### config.mk
export PLATFORM = sky130hd
export DESIGN_NAME = nonzero_moving_average
export DESIGN_NICKNAME = d
export VERILOG_FILES = /design/src/hdl/nma_pkg.sv /design/src/hdl/nonzero_moving_average.sv /design/src/hdl/nma_ram.sv /design/src/hdl/nma_front.sv /design/src/hdl/nma_queue.sv /design/src/hdl/nma_back.sv
export SDC_FILE = /design/constraint.sdc
export NUM_CORES = 1
export LEC_CHECK = 0
export BUFFER_PORTS_ARGS = -buffer_cell sky130_fd_sc_hd__buf_2
export CORE_MARGIN = 2
export CORE_UTILIZATION = 65
export DETAILED_ROUTE_END_ITERATION = 8
export GPL_TIMING_DRIVEN = 0
export PLACE_DENSITY = 0.83
export SYNTH_ARGS = -nofsm -noshare
export SYNTH_HDL_FRONTEND = slang
export SYNTH_HIERARCHICAL = 1
export SYNTH_SLANG_ARGS = --single-unit
### constraint.sdc
create_clock -name i_clk -period 6.4 [get_ports i_clk]
set_clock_uncertainty 0.2 [all_clocks]
set_input_delay 0.96 -clock i_clk [delete_from_list [all_inputs] [get_ports i_clk]]
set_output_delay 0.96 -clock i_clk [all_outputs]
set_load 0.03 [all_outputs]
### src/hdl/nma_pkg.sv
// nma_pkg: shared widths and defaults for the nonzero moving average block
// no dependencies; imported by every module of the block but nma_ram
`timescale 1ns / 1ps

package nma_pkg;

    localparam int SAMPLE_W    = 11;
    localparam int COUNT_W     = 4;
    localparam int DEF_WINDOW  = 8;
    localparam int QUEUE_DEPTH = 2;

endpackage

### src/hdl/nonzero_moving_average.sv
// nonzero_moving_average: mean of the nonzero samples among the last WINDOW samples
// a result passes the front update state, the queue and the back divider states to the output register
// the back end divides one quotient bit per cycle and takes no new request until its result is taken
// front end takes a new sample while the back end divides, as long as the two-entry queue has room
// synchronous active-low reset clears the ring valid bits, sums, pointers and handshakes
`timescale 1ns / 1ps

module nonzero_moving_average
    import nma_pkg::*;
#(
    parameter int WINDOW = DEF_WINDOW
) (
    input  logic                       i_clk,
    input  logic                       i_rst_n,
    input  logic                       i_valid,
    output logic                       o_stall,
    input  logic signed [SAMPLE_W-1:0] i_sample,
    output logic                       o_valid,
    input  logic                       i_stall,
    output logic signed [SAMPLE_W-1:0] o_average,
    output logic [COUNT_W-1:0]         o_used_count
);

    localparam int SLOT_W = (WINDOW > 1) ? $clog2(WINDOW) : 1;
    localparam int CNT_W  = $clog2(WINDOW + 1);
    localparam int SUM_W  = SAMPLE_W + CNT_W;

    logic                   w_push;
    logic                   w_pop;
    logic                   w_full;
    logic                   w_empty;
    logic [SUM_W+CNT_W-1:0] w_push_data;
    logic [SUM_W+CNT_W-1:0] w_pop_data;

    nma_front #(
        .WINDOW (WINDOW),
        .SLOT_W (SLOT_W),
        .CNT_W  (CNT_W),
        .SUM_W  (SUM_W)
    ) u_front (
        .i_clk    (i_clk),
        .i_rst_n  (i_rst_n),
        .i_valid  (i_valid),
        .o_stall  (o_stall),
        .i_sample (i_sample),
        .i_full   (w_full),
        .o_push   (w_push),
        .o_data   (w_push_data)
    );

    nma_queue #(
        .WIDTH (SUM_W + CNT_W)
    ) u_queue (
        .i_clk   (i_clk),
        .i_rst_n (i_rst_n),
        .i_push  (w_push),
        .i_data  (w_push_data),
        .i_pop   (w_pop),
        .o_data  (w_pop_data),
        .o_full  (w_full),
        .o_empty (w_empty)
    );

    nma_back #(
        .CNT_W (CNT_W),
        .SUM_W (SUM_W)
    ) u_back (
        .i_clk        (i_clk),
        .i_rst_n      (i_rst_n),
        .i_empty      (w_empty),
        .i_data       (w_pop_data),
        .o_pop        (w_pop),
        .o_valid      (o_valid),
        .i_stall      (i_stall),
        .o_average    (o_average),
        .o_used_count (o_used_count)
    );

    a_no_push_full: assert property (@(posedge i_clk) disable iff (!i_rst_n)
        w_push |-> !w_full)
        else $error("request pushed into full queue");

    a_no_pop_empty: assert property (@(posedge i_clk) disable iff (!i_rst_n)
        w_pop |-> !w_empty)
        else $error("request popped from empty queue");

    a_zero_count: assert property (@(posedge i_clk) disable iff (!i_rst_n)
        (o_valid && (WINDOW < 16) && o_used_count == '0) |-> o_average == '0)
        else $error("nonzero average with no samples");

    a_pop_to_result: assert property (@(posedge i_clk) disable iff (!i_rst_n)
        w_pop |=> !o_valid)
        else $error("result shown while divider loading");

endmodule

### src/hdl/nma_ram.sv
// nma_ram: generic simple dual-port ram, one write port, one registered read port
// no dependencies
`timescale 1ns / 1ps

module nma_ram #(
    parameter int WIDTH  = 8,
    parameter int DEPTH  = 8,
    parameter int ADDR_W = (DEPTH > 1) ? $clog2(DEPTH) : 1
) (
    input  logic              i_clk,
    input  logic              i_we,
    input  logic [ADDR_W-1:0] i_waddr,
    input  logic [WIDTH-1:0]  i_wdata,
    input  logic [ADDR_W-1:0] i_raddr,
    output logic [WIDTH-1:0]  o_rdata
);

    logic [WIDTH-1:0] r_mem [DEPTH];

    always_ff @(posedge i_clk) begin
        if (i_we) begin
            r_mem[i_waddr] <= i_wdata;
        end
        o_rdata <= r_mem[i_raddr];
    end

endmodule

### src/hdl/nma_front.sv
// nma_front: accepts samples, updates the sample ring and the running sum and count
// depends on nma_pkg and nma_ram; pushes sum and count requests into the queue
`timescale 1ns / 1ps

module nma_front
    import nma_pkg::*;
#(
    parameter int WINDOW = DEF_WINDOW,
    parameter int SLOT_W = (WINDOW > 1) ? $clog2(WINDOW) : 1,
    parameter int CNT_W  = $clog2(WINDOW + 1),
    parameter int SUM_W  = SAMPLE_W + CNT_W
) (
    input  logic                    i_clk,
    input  logic                    i_rst_n,
    input  logic                    i_valid,
    output logic                    o_stall,
    input  logic signed [SAMPLE_W-1:0] i_sample,
    input  logic                    i_full,
    output logic                    o_push,
    output logic [SUM_W+CNT_W-1:0]  o_data
);

    typedef enum logic {S_IDLE, S_UPD} t_state;

    t_state                r_state;
    logic [SAMPLE_W-1:0]   r_sample;
    logic [SLOT_W-1:0]     r_slot;
    logic [WINDOW-1:0]     r_valid;
    logic signed [SUM_W-1:0] r_sum;
    logic [CNT_W-1:0]      r_cnt;

    logic [SAMPLE_W-1:0]   w_rdata;
    logic [SAMPLE_W-1:0]   w_old;
    logic signed [SUM_W-1:0] w_old_ext;
    logic signed [SUM_W-1:0] w_new_ext;
    logic signed [SUM_W-1:0] n_sum;
    logic [CNT_W-1:0]      n_cnt;
    logic                  w_write;

    assign o_stall = (r_state != S_IDLE);
    assign w_write = (r_state == S_UPD) && !i_full;
    assign o_push  = w_write;

    // slot never written since reset reads as empty
    assign w_old     = r_valid[r_slot] ? w_rdata : '0;
    assign w_old_ext = {{(SUM_W-SAMPLE_W){w_old[SAMPLE_W-1]}}, w_old};
    assign w_new_ext = {{(SUM_W-SAMPLE_W){r_sample[SAMPLE_W-1]}}, r_sample};

    always_comb begin
        n_sum = r_sum - w_old_ext + w_new_ext;
        n_cnt = r_cnt;
        if (w_old != '0) begin
            n_cnt = n_cnt - CNT_W'(1);
        end
        if (r_sample != '0) begin
            n_cnt = n_cnt + CNT_W'(1);
        end
    end

    assign o_data = {n_sum, n_cnt};

    nma_ram #(
        .WIDTH  (SAMPLE_W),
        .DEPTH  (WINDOW),
        .ADDR_W (SLOT_W)
    ) u_ring (
        .i_clk   (i_clk),
        .i_we    (w_write),
        .i_waddr (r_slot),
        .i_wdata (r_sample),
        .i_raddr (r_slot),
        .o_rdata (w_rdata)
    );

    always_ff @(posedge i_clk) begin
        if (!i_rst_n) begin
            r_state <= S_IDLE;
            r_slot  <= '0;
            r_valid <= '0;
            r_sum   <= '0;
            r_cnt   <= '0;
        end else begin
            unique case (r_state)
                S_IDLE: begin
                    if (i_valid) begin
                        r_sample <= i_sample;
                        r_state  <= S_UPD;
                    end
                end
                S_UPD: begin
                    if (!i_full) begin
                        r_valid[r_slot] <= 1'b1;
                        r_sum           <= n_sum;
                        r_cnt           <= n_cnt;
                        r_slot          <= (r_slot == SLOT_W'(WINDOW - 1)) ? '0
                                                                         : r_slot + SLOT_W'(1);
                        r_state         <= S_IDLE;
                    end
                end
                default: r_state <= S_IDLE;
            endcase
        end
    end

endmodule

### src/hdl/nma_queue.sv
// nma_queue: two-entry register queue between the front and back ends
// depends on nma_pkg for its depth
`timescale 1ns / 1ps

module nma_queue
    import nma_pkg::*;
#(
    parameter int WIDTH = 8
) (
    input  logic             i_clk,
    input  logic             i_rst_n,
    input  logic             i_push,
    input  logic [WIDTH-1:0] i_data,
    input  logic             i_pop,
    output logic [WIDTH-1:0] o_data,
    output logic             o_full,
    output logic             o_empty
);

    localparam int PTR_W = $clog2(QUEUE_DEPTH);
    localparam int LVL_W = $clog2(QUEUE_DEPTH + 1);

    logic [WIDTH-1:0] r_mem [QUEUE_DEPTH];
    logic [PTR_W-1:0] r_wr;
    logic [PTR_W-1:0] r_rd;
    logic [LVL_W-1:0] r_lvl;

    assign o_full  = (r_lvl == LVL_W'(QUEUE_DEPTH));
    assign o_empty = (r_lvl == '0);
    assign o_data  = r_mem[r_rd];

    always_ff @(posedge i_clk) begin
        if (i_push) begin
            r_mem[r_wr] <= i_data;
        end
    end

    always_ff @(posedge i_clk) begin
        if (!i_rst_n) begin
            r_wr  <= '0;
            r_rd  <= '0;
            r_lvl <= '0;
        end else begin
            if (i_push) begin
                r_wr <= r_wr + PTR_W'(1);
            end
            if (i_pop) begin
                r_rd <= r_rd + PTR_W'(1);
            end
            if (i_push && !i_pop) begin
                r_lvl <= r_lvl + LVL_W'(1);
            end else if (i_pop && !i_push) begin
                r_lvl <= r_lvl - LVL_W'(1);
            end
        end
    end

endmodule

### src/hdl/nma_back.sv
// nma_back: restoring divider, one quotient bit a cycle, and the output register
// depends on nma_pkg; pops sum and count requests from the queue
`timescale 1ns / 1ps

module nma_back
    import nma_pkg::*;
#(
    parameter int CNT_W = 4,
    parameter int SUM_W = SAMPLE_W + CNT_W
) (
    input  logic                       i_clk,
    input  logic                       i_rst_n,
    input  logic                       i_empty,
    input  logic [SUM_W+CNT_W-1:0]     i_data,
    output logic                       o_pop,
    output logic                       o_valid,
    input  logic                       i_stall,
    output logic signed [SAMPLE_W-1:0] o_average,
    output logic [COUNT_W-1:0]         o_used_count
);

    localparam int STEP_W = (SUM_W > 1) ? $clog2(SUM_W) : 1;

    typedef enum logic [1:0] {S_IDLE, S_DIV, S_OUT} t_state;

    t_state           r_state;
    logic [SUM_W-1:0] r_quo;
    logic [CNT_W-1:0] r_rem;
    logic [CNT_W-1:0] r_div;
    logic             r_neg;
    logic [STEP_W-1:0] r_step;

    logic signed [SUM_W-1:0] w_sum;
    logic [CNT_W-1:0]  w_cnt;
    logic [SUM_W-1:0]  w_mag;
    logic [CNT_W:0]    w_trial;
    logic [CNT_W:0]    w_diff;
    logic              w_ge;
    logic [CNT_W-1:0]  n_rem;
    logic [SUM_W-1:0]  n_quo;
    logic [SUM_W-1:0]  w_res;
    logic [CNT_W+COUNT_W-1:0] w_cnt_ext;

    assign w_sum = i_data[SUM_W+CNT_W-1:CNT_W];
    assign w_cnt = i_data[CNT_W-1:0];
    assign w_mag = w_sum[SUM_W-1] ? SUM_W'(-w_sum) : SUM_W'(w_sum);

    assign w_trial = {r_rem, r_quo[SUM_W-1]};
    assign w_diff  = w_trial - {1'b0, r_div};
    assign w_ge    = (w_trial >= {1'b0, r_div});
    assign n_rem   = w_ge ? w_diff[CNT_W-1:0] : w_trial[CNT_W-1:0];
    assign n_quo   = {r_quo[SUM_W-2:0], w_ge};
    assign w_res   = r_neg ? (~n_quo + SUM_W'(1)) : n_quo;

    assign w_cnt_ext = {{COUNT_W{1'b0}}, w_cnt};

    assign o_pop = (r_state == S_IDLE) && !i_empty;

    always_ff @(posedge i_clk) begin
        if (!i_rst_n) begin
            r_state <= S_IDLE;
            o_valid <= 1'b0;
        end else begin
            unique case (r_state)
                S_IDLE: begin
                    if (!i_empty) begin
                        r_quo        <= w_mag;
                        r_rem        <= '0;
                        r_div        <= w_cnt;
                        r_neg        <= w_sum[SUM_W-1];
                        r_step       <= STEP_W'(SUM_W - 1);
                        o_used_count <= w_cnt_ext[COUNT_W-1:0];
                        r_state      <= S_DIV;
                    end
                end
                S_DIV: begin
                    r_quo  <= n_quo;
                    r_rem  <= n_rem;
                    r_step <= r_step - STEP_W'(1);
                    if (r_step == '0) begin
                        // no nonzero samples gives zero
                        o_average <= (r_div == '0) ? '0 : w_res[SAMPLE_W-1:0];
                        o_valid   <= 1'b1;
                        r_state   <= S_OUT;
                    end
                end
                S_OUT: begin
                    if (!i_stall) begin
                        o_valid <= 1'b0;
                        r_state <= S_IDLE;
                    end
                end
                default: r_state <= S_IDLE;
            endcase
        end
    end

endmodule
---- Yosys cells after proc, flatten, opt, wreduce, memory -nomap -nowiden ----
Memory sizes are Yosys's and may differ from the RTL's. A register that Yosys moved wholly into a read port is not among the register bits.
Index checks and enable logic that the tools add are counted.
operators by class
  eq/ne operators ......................... 7
  multiplexer cells ....................... 33
  magnitude comparators ................... 3
  reductions and logical operators ........ 25
  bitwise operators ....................... 5
  add/subtract/negate cells ............... 13
operator list
  operator               number
  $mux 15                2
  $pmux 15 s2            1
  $mux 11                2
  $reduce_bool 11->1     2
  $mux 4                 5
  $reduce_and 3->1       6
  $pmux 4 s2             2
  $add 15x11->15         1
  $neg 15->15            1
  $sub 15x11->15         1
  $add 11x1->11 const B  1
  $not 11->11            1
  $mux 1                 10
  $mux 2                 5
  $logic_not 4->1        2
  $or 8x8->8             1
  $sub 4x1->4 const B    2
  $pmux 2 s3             1
  $reduce_bool 2->1      3
  $ge 5x4->1             1
  $logic_and 1x1->1      5
  $add 4x1->4 const B    1
  $eq 2x2->1 const B     2
  $logic_not 1->1        4
  other kinds (18)       24
storage, ports and cells
  word-level logic and storage cells ...... 105
  output and inout bits ................... 17
  bits in writable memories ............... 126
  flip-flop bits (word level) ............. 88
  memories kept ........................... 2
  bits of input ports ..................... 15
memory list
  memory                depth  width  rd ports  clocked after Yosys merged registers in  write ports  line             text
  u_front.u_ring.r_mem  8      11     1         1                                        1            nma_ram.sv:18    logic [WIDTH-1:0] r_mem [DEPTH];
  u_queue.r_mem         2      19     1         1                                        1            nma_queue.sv:23  logic [WIDTH-1:0] r_mem [QUEUE_DEPTH];

---- Depth between registers and ports, before layout ----
  depth after elaboration ................. 7
  gate-level depth with buffers ........... 16
  gate-level depth less buffers ........... 14

---- Cells and area by module ----
Netlist, hierarchy kept.
by module, submodules not included
  module     instances  area each (µm²)  cells an instance  seq. area each (µm²)
  nma_ram    1          3657.3           150                2862.7
  nma_front  1          3160.5           372                950.9
  nma_back   1          2344.7           223                1231.2
  nma_queue  1          1590.3           81                 1241.2

---- Least setup slack after synthesis ----
OpenSTA, ideal clock, no wires.
  kind .................................... register to register
  start ................................... register u_front.r_slot[1]
  end ..................................... register u_front.r_sum[13]
  clock period less this slack ............ 4.240 ns
  arrival ................................. 3.944 ns
  cell stages (with the launch flop) ...... 15
  slack ................................... 2.160 ns
  cell sequence ........................... dfxtp_1 buf_6 mux4_2 mux2i_4 clkbuf_1 nor2b_1 fa_1 inv_1 ha_1 clkbuf_1 and4_1 or3b_1 a32o_1 or4_1 o311ai_1
on the way
  cells in the longest elaborated chain, start to end .. 5
ends and longest elaborated chain
  what                          line             text
  start, declared               nma_front.sv:27  logic [SLOT_W-1:0] r_slot;
  start signal, assigned        nma_front.sv:95  r_slot <= (r_slot == SLOT_W'(WINDOW - 1)) ? '0
  $bmux 1 s3                    nma_front.sv:45  assign w_old = r_valid[r_slot] ? w_rdata : '0;
  $mux 1 (not written as such)  nma_front.sv:45
  $mux 11                       nma_front.sv:45
  $sub 15x11->15                nma_front.sv:50  n_sum = r_sum - w_old_ext + w_new_ext;
  $add 15x11->15                nma_front.sv:50
  end signal, assigned          nma_front.sv:93  r_sum <= n_sum;
  end, declared                 nma_front.sv:29  logic signed [SUM_W-1:0] r_sum;
No other way between the ends. The select of a mux whose other input is x is not followed.
A chain may end at the register's enable or synchronous reset.

---- Worst setup path in the final report ----
Ends and elaborated chain as after synthesis.

==> results.txt <==
The flow ran to the end, and the final reports show no timing, DRC or antenna violations. The horizontal extent of the die is 133 um, and the async set-or-reset flop fraction in the synthesized netlist is 0. Path class of the lowest-slack min-delay path: flip-flop to flip-flop.

In this run the power density over the cells is 416 nW/um2. The logs give 0.658 for the starting density of the core and 0 for the post-CTS setup-driven buffer insertion count. For the half-perimeter wire length of the detailed placement result, the log shows 14600 um. The most common cell after layout, fill and taps aside was sky130_fd_sc_hd__edfxtp_1. The tightest hold path in the finished design has a slack of 0.256 ns. The number of max-cap violations is 0.

For the pin count of the biggest net entering global routing, the log shows 24. Setup violations remaining at the end of the flow were counted as 0. Once detail routing completed, the nets flagged for antenna violations numbered 0.

The routed via count divided by cell count is 5.95. TritonCTS built the clock tree. Switching power share of the total: 0.313. The startpoint identified for the worst register-to-register timing path is u_front/r_slot[1]. The net count after synthesis was 884. Clock-pin slew was measured on the worst setup and hold paths at 0.06 ns. The core region is 16300 um2. Critical path class: flip-flop to flip-flop. The number of search-and-repair iterations in the first detailed-routing pass was 7.

The endpoint required time on the critical path is 6.59 ns, and the maximum net fanout on the critical path is 10. After filler insertion, the fill cell instance count of the layout stands at 1034. The remaining max-slew budget at the tightest pin is 0.114, and the area overhead of the layout relative to synthesis is 12.0%. Global routing finished with a remaining overflow of 0. For the worst setup path, the data arrival time is 5.16 ns.

The count of cells along the worst register-to-register path is 14. Timing would allow up to 201 MHz. The tools report the startpoint of the lowest-slack hold path as u_front/r_sum[12].

32 I/O pins were placed. The top cell types in the final layout, fill and taps aside, are sky130_fd_sc_hd__edfxtp_1 (176), sky130_fd_sc_hd__inv_1 (73), sky130_fd_sc_hd__nand2_1 (66). The routed length per placed instance came out at 19.1 um. The worst setup path is captured at a flip-flop. After synthesis, the mean cell area works out to 13.0 um2. The analysis attributes to net switching a power of 0.00157 W. For the final RePlAce weighted congestion, the log shows 0.873. In this run, post-CTS hold repair placed 0 buffers.

After detailed routing, the total wire length is 21400 um. The maximum number of buffers from clock root to sink was 3; the flip-flop and latch count after synthesis was 226. The root buffer cell chosen for the clock tree is sky130_fd_sc_hd__clkbuf_16.

IR analysis of the VDD net gives a maximum drop of 0.000284 V. The fraction of power consumed by combinational cells came out at 0.314. The run gives 47 as the number of placement rows. The logs give 0 for the post-cts gate resize count and 0.50 ns for the later-pin clock latency in the skew report. The logs give 0.585 for the portion of the post-synthesis area used by sequential elements and 0 ns for the setup TNS. The tools report the number of antenna repair diodes as 0. Along the worst hold path, the cell count comes to 2.

For the global routing usage summed across all routing layers, the log shows 0.245. The startpoint of the most critical setup path was u_front/r_slot[1]. The number of enable-type register cells in the synthesized netlist is 176.

The sequential cells in the finished layout cover a total of 6290 um2. The analysis attributes to cell leakage a power of 4.40 nW. The cell count after synthesis came out at 826.

The relative contribution of sequential cells to total power came out at 0.404. The clock period could shrink to 4.97 ns. The die covers 17600 um2.

The total area of multi-input combinational cells was 4020 um2. The tools report the launching element type of the critical path as a flip-flop. The most used flip-flop cell after synthesis is sky130_fd_sc_hd__edfxtp_1. For the number of H-tree levels, the log shows 1. The number of buffers inserted during clock tree synthesis is 23, and the count of buffers inserted at the top-level ports is 31. The utilization after layout is 0.737. The floorplan step set the die height to 133 um.

Clock tree synthesis found a total of 226 sinks. The initial antenna violation count is 0. The proportion of layout cells with a drive suffix above 1 works out to 0.142. Setup repair after global routing left no endpoint under its margin. The number of DRC markers in iteration 0 came out at 475.

The share of the cycle needed by the critical path after routing is 0.776, and the post-synthesis instance area is 10800 um2. The distinct cell type count of the synthesized netlist was 70; the internal portion of total power was 0.00344 W. The hold violation total from the final report came out at 0. The first global-routing pass estimated 33800 um of wire.

After the last flow step, the layout net total stands at 943. The routed layout has 6667 vias. The clock network power share was 0.282. For this run, design rule violations remaining after detail routing come to 0. The run gives 6 as the count of synthesis-stage warnings from yosys. The max-slew violation count is 0, and the measured slew at the worst slew-check pin is 1.32 ns. The run gives 6556 as the number of global-route vias before repair.
-- path summary, 6_finish.rpt --
path | slack, ns | endpoint
min | 0.26 | u_front/r_sum[12]
max reg2reg | 1.43 | u_front/r_sum[13]
max | 1.43 | u_front/r_sum[13]
min reg2reg | 0.26 | u_front/r_sum[12]
-- synthesized netlist by cell type (6+ instances only) --
library cell / count / share of area
sky130_fd_sc_hd__a211oi_1: 8 / 0.0056
sky130_fd_sc_hd__a21oi_1: 28 / 0.013
sky130_fd_sc_hd__a31oi_1: 6 / 0.0035
sky130_fd_sc_hd__and2_1: 7 / 0.0041
sky130_fd_sc_hd__buf_6: 6 / 0.0063
sky130_fd_sc_hd__clkbuf_1: 17 / 0.0059
sky130_fd_sc_hd__dfxtp_1: 50 / 0.093
sky130_fd_sc_hd__edfxtp_1: 176 / 0.49
sky130_fd_sc_hd__fa_1: 15 / 0.028
sky130_fd_sc_hd__ha_1: 28 / 0.033
sky130_fd_sc_hd__inv_1: 73 / 0.025
sky130_fd_sc_hd__mux2_2: 30 / 0.031
sky130_fd_sc_hd__mux2i_1: 9 / 0.0084
sky130_fd_sc_hd__mux4_1: 22 / 0.054
sky130_fd_sc_hd__nand2_1: 66 / 0.023
sky130_fd_sc_hd__nand2b_1: 12 / 0.0070
sky130_fd_sc_hd__nand3_1: 13 / 0.0061
sky130_fd_sc_hd__nor2_1: 45 / 0.016
sky130_fd_sc_hd__nor2b_1: 16 / 0.0093
sky130_fd_sc_hd__nor3_1: 13 / 0.0061
sky130_fd_sc_hd__nor4_1: 8 / 0.0047
sky130_fd_sc_hd__o21a_1: 10 / 0.0070
sky130_fd_sc_hd__o21ai_0: 13 / 0.0061
sky130_fd_sc_hd__o21ai_1: 23 / 0.011
sky130_fd_sc_hd__o31ai_1: 8 / 0.0056
sky130_fd_sc_hd__or3_1: 7 / 0.0041
sky130_fd_sc_hd__xnor2_1: 19 / 0.015
sky130_fd_sc_hd__xor2_1: 20 / 0.016
-- per-stage QoR --
step	cell area (um2)	instances	total power [W]	setup WS, ns
floorplan	10800	826	0.00322	2.16
global placement	11200	1077	0.00351	1.65
detailed placement	11200	1080	0.00358	1.56
CTS	12000	1121	0.00501	1.45
global route	12000	1121	0.00527	1.21
finish	12000	1121	0.00501	1.43
-- registers in the layout, summed over array words and instances (netlist names), 8 cells and up, named ones only --
register and count:
u_front/r_sum 15, u_front/r_sample 11, u_front/u_ring/o_rdata 11, u_queue/r_mem 38, u_front/r_valid 8, u_front/u_ring/r_mem 88
u_back/r_quo 15, u_back/o_average 11
-- power groups by stage --
stage | logic [W] | clock network, W | registers [W]
after global placement | 0.00147 | 0 | 0.00204
after CTS | 0.00155 | 0.00143 | 0.00202
final | 0.00157 | 0.00141 | 0.00202
after global routing | 0.00174 | 0.00148 | 0.00205
after floorplan | 0.00119 | 0 | 0.00203
after detailed placement | 0.00153 | 0 | 0.00205
-- layer usage --
layer,vias to the layer above,share of wire,global-route usage
li1,3148,-,-
met1,3223,0.40,0.308
met2,232,0.50,0.437
met3,64,0.062,0.0326
met4,0,0.036,0.0908
met5,-,0,0
-- final cells by class --
type | instances | share of cell area
well taps | 220 | 0.0229
flip-flops and latches | 226 | 0.522
clock inverters | 11 | 0.0147
plain buffers | 31 | 0.0142
repair buffers | 34 | 0.0160
multi-input cells | 493 | 0.334
clock buffers | 30 | 0.0525
inverters | 76 | 0.0237
-- critical path, stage by stage (launching register included) --
cell                       delay [ns]
sky130_fd_sc_hd__dfxtp_1         0.57
sky130_fd_sc_hd__buf_6           0.20
sky130_fd_sc_hd__mux4_2          0.54
sky130_fd_sc_hd__mux2i_4         0.21
sky130_fd_sc_hd__clkbuf_1        0.41
sky130_fd_sc_hd__nor2b_1         0.13
sky130_fd_sc_hd__fa_1            0.51
sky130_fd_sc_hd__inv_1           0.04
sky130_fd_sc_hd__ha_1            0.26
sky130_fd_sc_hd__clkbuf_1        0.28
sky130_fd_sc_hd__and4_1          0.28
sky130_fd_sc_hd__or3b_1          0.43
sky130_fd_sc_hd__a32o_1          0.29
sky130_fd_sc_hd__or4_1           0.41
sky130_fd_sc_hd__o311ai_1        0.09
-- logic make-up (layout without fill, tap and decap cells) --
| group | Yosys count | after routing | synth area share |
|---|---|---|---|
| DFF | 226 | 226 | 0.585 |
| and+or+nand+nor | 214 | 214 | 0.0993 |
| AOI/OAI and AO/OA | 132 | 132 | 0.0802 |
| buffers and inverters | 107 | 182 | 0.0425 |
| muxes | 65 | 65 | 0.101 |
| adders and majority gates | 43 | 43 | 0.0605 |
| xor gates and xnor gates | 39 | 39 | 0.0318 |
No activity file was read; power rests on OpenSTA's default activity.
